File: config.mk
export PLATFORM = sky130hd
export DESIGN_NAME = rbei_pos_lane
export DESIGN_NICKNAME = d
export VERILOG_FILES = /design/src/sv/rbei_pkg.sv /design/src/sv/rbei_pos_lane.sv
export SDC_FILE = /design/constraint.sdc
export NUM_CORES = 2
export LEC_CHECK = 0
export BUFFER_PORTS_ARGS = -buffer_cell sky130_fd_sc_hd__buf_4
export CAP_MARGIN = 25
export CORE_MARGIN = 2
export CORE_UTILIZATION = 40
export CTS_CLUSTER_SIZE = 30
export DETAILED_ROUTE_END_ITERATION = 8
export GPL_ROUTABILITY_DRIVEN = 0
export PLACE_DENSITY_LB_ADDON = 0.05
export SYNTH_ARGS = -nofsm -noshare
export SYNTH_HDL_FRONTEND = slang
export SYNTH_SLANG_ARGS = --single-unit
File: constraint.sdc
create_clock -name clk -period 10.47 [get_ports clk]
set_input_delay 2.094 -clock clk [delete_from_list [all_inputs] [get_ports clk]]
set_output_delay 2.094 -clock clk [all_outputs]
set_load 0.01 [all_outputs]
File: src/sv/rbei_pkg.sv
package rbei_pkg;

	localparam int CfgW  = 17;
	localparam int AddrW = 3;
	localparam int DataW = 32;

	localparam logic [CfgW-1:0] TimeStepRst = 17'd1092;
	localparam logic [CfgW-1:0] DampingRst  = 17'd45875;

	// register index, taken from paddr[2]
	localparam logic REG_TIME_STEP = 1'b0;
	localparam logic REG_DAMPING   = 1'b1;

	localparam int LATENCY = 6;

	typedef struct packed {
		logic signed [31:0] in_pos_x;
		logic signed [31:0] in_pos_y;
		logic signed [31:0] in_orientation;
		logic signed [31:0] in_vel_x;
		logic signed [31:0] in_vel_y;
		logic signed [31:0] in_ang_vel;
		logic signed [31:0] force_x;
		logic signed [31:0] force_y;
		logic signed [31:0] torque_in;
		logic [30:0]        inv_mass;
		logic [30:0]        inv_inertia;
		logic [3:0]         body_flags;
	} item_t;

	typedef struct packed {
		logic signed [31:0] out_pos_x;
		logic signed [31:0] out_pos_y;
		logic signed [31:0] out_orientation;
		logic signed [31:0] out_vel_x;
		logic signed [31:0] out_vel_y;
		logic signed [31:0] out_ang_vel;
		logic               last_body;
	} result_t;

	// clamp a wide sum to the signed 32-bit range
	function automatic logic signed [31:0] sat32(input logic signed [48:0] x);
		logic hi_ones;
		logic hi_zeros;
		hi_ones  = &x[48:31];
		hi_zeros = ~|x[48:31];
		if (hi_ones || hi_zeros)
			return x[31:0];
		else if (x[48])
			return 32'sh8000_0000;
		else
			return 32'sh7fff_ffff;
	endfunction

endpackage

File: src/sv/rbei_pos_lane.sv
// p + floor(floor(v*damp/2^16)*dt/2^16), saturated, or p when upd is low; three stages
module rbei_pos_lane (
	input  logic                             clk,
	input  logic signed [31:0]               v,
	input  logic [rbei_pkg::CfgW-1:0]        damp,
	input  logic [rbei_pkg::CfgW-1:0]        dt,
	input  logic signed [31:0]               p,
	input  logic                             upd,
	output logic signed [31:0]               p_new
);

	logic signed [33:0] a_s1;
	logic signed [31:0] p_s1;
	logic               upd_s1;
	logic signed [35:0] sc_s2;
	logic signed [31:0] p_s2;
	logic               upd_s2;
	logic signed [49:0] m1;
	logic signed [51:0] m2;
	logic signed [48:0] sum;

	assign m1  = v * $signed({1'b0, damp});
	assign m2  = a_s1 * $signed({1'b0, dt});
	assign sum = 49'(p_s2) + 49'(sc_s2);

	always_ff @(posedge clk) begin
		a_s1   <= $signed(m1[49:16]);
		p_s1   <= p;
		upd_s1 <= upd;
		sc_s2  <= $signed(m2[51:16]);
		p_s2   <= p_s1;
		upd_s2 <= upd_s1;
		p_new  <= upd_s2 ? rbei_pkg::sat32(sum) : p_s2;
	end

endmodule

Word level (Yosys, flattened, before mapping)
Cells that the tools add are included.
- register bits: 168
- input bits: 100
- output and inout port bits: 32
- logic and storage cells: 17
- add/subtract/negate cells: 1
- $mul: 2
- muxes and demuxes: 3
- reductions and logical operators: 4
- operator list (kind ; number):
    2-to-1 mux 32 bit ; 3
    multiplier 34 x 18 -> 52 bit ; 1
    multiplier 32 x 18 -> 50 bit ; 1
    adder 32 x 36 -> 37 bit ; 1
    AND reduction 18 bit ; 1
    OR reduction 18 bit ; 1
    zero test 1 bit ; 1
    logical OR 1 bit ; 1

Depth between registers and ports, before layout
- depth in word-level cells: 6
- gate-level depth with buffers: 26
- mapped depth without buffers: 24

Least setup slack after synthesis
OpenSTA, ideal clock, no wires.
- kind: input to register
- start point: input port dt[9] (netlist name)
- end point: register sc_s2[29]
- library setup time: 0.072 ns
- data arrival time: 8.123 ns
- required time: 10.398 ns
- setup slack: 2.275 ns
- stages on the path: 24
- path buffers: 3
- path through: clkbuf_1 > clkbuf_1 > nand2_1 > fa_1 > inv_1 > fa_1 > fa_1 > fa_1 > fa_1 > inv_1 > fa_1 > inv_1 > ha_1 > buf_2 > a21o_1 > a21o_1 > a211o_1 > a211o_1 > a21oi_1 > o31ai_2 > a221oi_4 > o211ai_1 > a41oi_2 > xnor2_1
- longest elaborated chain between the ends: 1
- ends and longest elaborated chain (what ; line ; text):
    start, declared ; rbei_pos_lane.sv:6 ; input logic [rbei_pkg::CfgW-1:0] dt,
    multiplier 34 x 18 -> 52 bit ; rbei_pos_lane.sv:23 ; assign m2 = a_s1 * $signed({1'b0, dt});
    named net m2[45] ; rbei_pos_lane.sv:19 ; logic signed [51:0] m2;
    end signal, assigned ; rbei_pos_lane.sv:30 ; sc_s2 <= $signed(m2[51:16]);
    end, declared ; rbei_pos_lane.sv:15 ; logic signed [35:0] sc_s2;
The timed path passes the listed nets, and every way through them passes these cells.

Worst setup path in the final report
- start point: input port damp[3] (netlist name)
- end point: register a_s1[33]
- longest elaborated chain between the ends: 1
- ends and longest elaborated chain (what ; line ; text):
    start, declared ; rbei_pos_lane.sv:5 ; input logic [rbei_pkg::CfgW-1:0] damp,
    multiplier 32 x 18 -> 50 bit ; rbei_pos_lane.sv:22 ; assign m1 = v * $signed({1'b0, damp});
    named net m1[49] ; rbei_pos_lane.sv:18 ; logic signed [49:0] m1;
    end signal, assigned ; rbei_pos_lane.sv:27 ; a_s1 <= $signed(m1[49:16]);
    end, declared ; rbei_pos_lane.sv:12 ; logic signed [33:0] a_s1;
The timed path passes the listed nets, and every way through them passes these cells.

==> run metrics <==
Syn Area/Cell=9.18 um^2; fin nets=just over 6000; Syn Nets=slightly above 6000; Layout Utilization=a little over two fifths; YS warnings=0; Most used DFF post-synth=dfxtp_1; Cells after Synth=~4700; clk_lat worst skew=510 ps; Core Box Area=108000 um^2; cell row count=120; startpoint types=input pin; remaining routing DRC violations=0; Post-CTS Setup Repair Bufs=0; CTS tree=built; Design Area, Final=about 46000 um^2; minimum clock period=8300 ps; Initial DRC Count=approximately 1300; library cells used by synthesis=~70; number of synthesized flops with an enable pin=0; final worst path period share=79.3%; DP Area=between 40000 and 50000 um^2; Root Buffer=clkbuf_16; largest fanout on the critical path=32; critical path arrival=between 8000 and 9000 ps; dpl hpwl=89.8 mm; fmax=120 MHz; largest net degree at the start of global routing=35; layout cells sized above 1=around 4.3%; setup_tns=0 ps; DR pass1 iterations=5; Syn Std Cell Area=~43000 um^2; boundary pin count=roughly 130; relative slew slack=a little under a third; worst path required time=~11000 ps; worst setup path class=input pin to register; Least-Margin Pin Slew=around 1000 ps; endpoints failing hold=0; Area growth, synth to finish=6.13%; worst hold slack=roughly 320 ps; Initial Util=around two fifths; DR vias/cell=4.82; status=finished clean; worst hold-check path type=register to register; post-CTS sizing=0; most frequent cells in the layout=inv_1, fa_1, nand2_1; Max Transition Viols Final=0; GR Util All Layers=between 20% and 30%; initial antenna violation count=0; Setup Skew=22.6 ps; antenna-violating nets left=0; RSZ-0062 raised after global routing=no; first-pass GRT wire length=approximately 190 mm; setup violators final=0; Routed WL per cell=between 15 and 20 um; asr flop ratio synth=0%; Worst Setup End Kind=register; clock buffer count from CTS=17; Die ar.=~110000 um^2; total grt overflow=0; vias in the first global route=~33000; H-tree lvl count=4; IO buf count=roughly 130; Max-Cap Viols=0; routed wire length=116 mm; most common cell after layout, fill and taps aside=inv_1; Vias=between 20000 and 30000; Hold Buf Count CTS=0; Yosys reg bits=168; Max clock buf depth=2; CTS sink cnt=168; clock-pin slew on the worst setup and hold paths=~80 ps; Die Wd=334 um; Die H=approximately 330 um; register area share after synthesis=around 7.7%
cells in the mapped netlist (all sizes together) (17+ instances only):
| library cell | number | area (um^2) |
|---|---|---|
| a21oi | 92 | 472 |
| inv | 1261 | 4730 |
| nor2 | 59 | 221 |
| a21o | 57 | 428 |
| clkbuf | 178 | 668 |
| dfxtp | 168 | 3360 |
| o21a | 19 | 143 |
| o21ai | 47 | 243 |
| a221o | 34 | 340 |
| nand2 | 710 | 2670 |
| ha | 270 | 3380 |
| nand3 | 17 | 85.1 |
| xor2 | 31 | 279 |
| and2 | 458 | 2870 |
| xnor2 | 81 | 717 |
| fa | 1069 | 21400 |
routing by layer:
metal	vias up	global-route usage, %	share of wire [%]
li1	13600	-	-
met1	15200	32.0	49
met2	561	35.6	46
met3	77	2.32	3.9
met4	0	3.53	1.2
met5	-	0	0
worst paths after layout:
kind,startpoint,endpoint,slack (ps),cells past startpoint
min,p_s1[11],p_s2[11],320,0
min reg2reg,p_s1[11],p_s2[11],320,0
max,damp[3],a_s1[33],2170,22
max reg2reg,a_s1[19],sc_s2[35],3260,20
metrics by stage:
stage / worst slack (ps) / instances
finish: 2170 / 6124
global route: 1710 / 6123
CTS: 2030 / 6122
detailed placement: 1440 / 6090
global placement: 1560 / 6089
floorplan: 2280 / 4739
layout make-up:
class | count | area, um^2
diodes | 1 | 2.50
clock buffers | 18 | 429
clock inverters | 14 | 140
fillers | 10900 | 61300
inverters | 1261 | 4730
multi-input cells | 3119 | 34600
flip-flops and latches | 168 | 3360
well taps | 1403 | 1760
repair buffers | 140 | 1090
cell families after synthesis:
logic type	after synthesis	synth area share [%]
AO/OA/AOI/OAI	339	5.68
XOR/XNOR	112	2.29
adder cells (fa/ha/maj)	1339	57.0
buffers and inverters	1452	12.6
flip-flops	168	7.73
AND/OR/NAND/NOR	1329	14.7
worst max-delay path: stages:
cell and delay [ps]:
buf_4 380, nand2_1 160, fa_1 540, fa_1 520
fa_1 560, inv_1 70, fa_1 490, fa_1 490
inv_1 50, fa_1 470, inv_1 40, ha_1 320
and3_1 190, a221oi_1 290, o21ai_0 270, o2111ai_1 260
nand3_1 240, o31ai_2 390, o31ai_1 220, a211oi_1 380
o21bai_1 120, xnor2_1 140
flip-flops by register name, summed over array words and instances (netlist names):
name	cells
p_new	32
sc_s2	36
p_s2	32
p_s1	32
upd_s2	1
upd_s1	1
a_s1	34
Power is not shown: default switching activity piles up to over one toggle a cycle in this logic, so the estimate is an artifact.
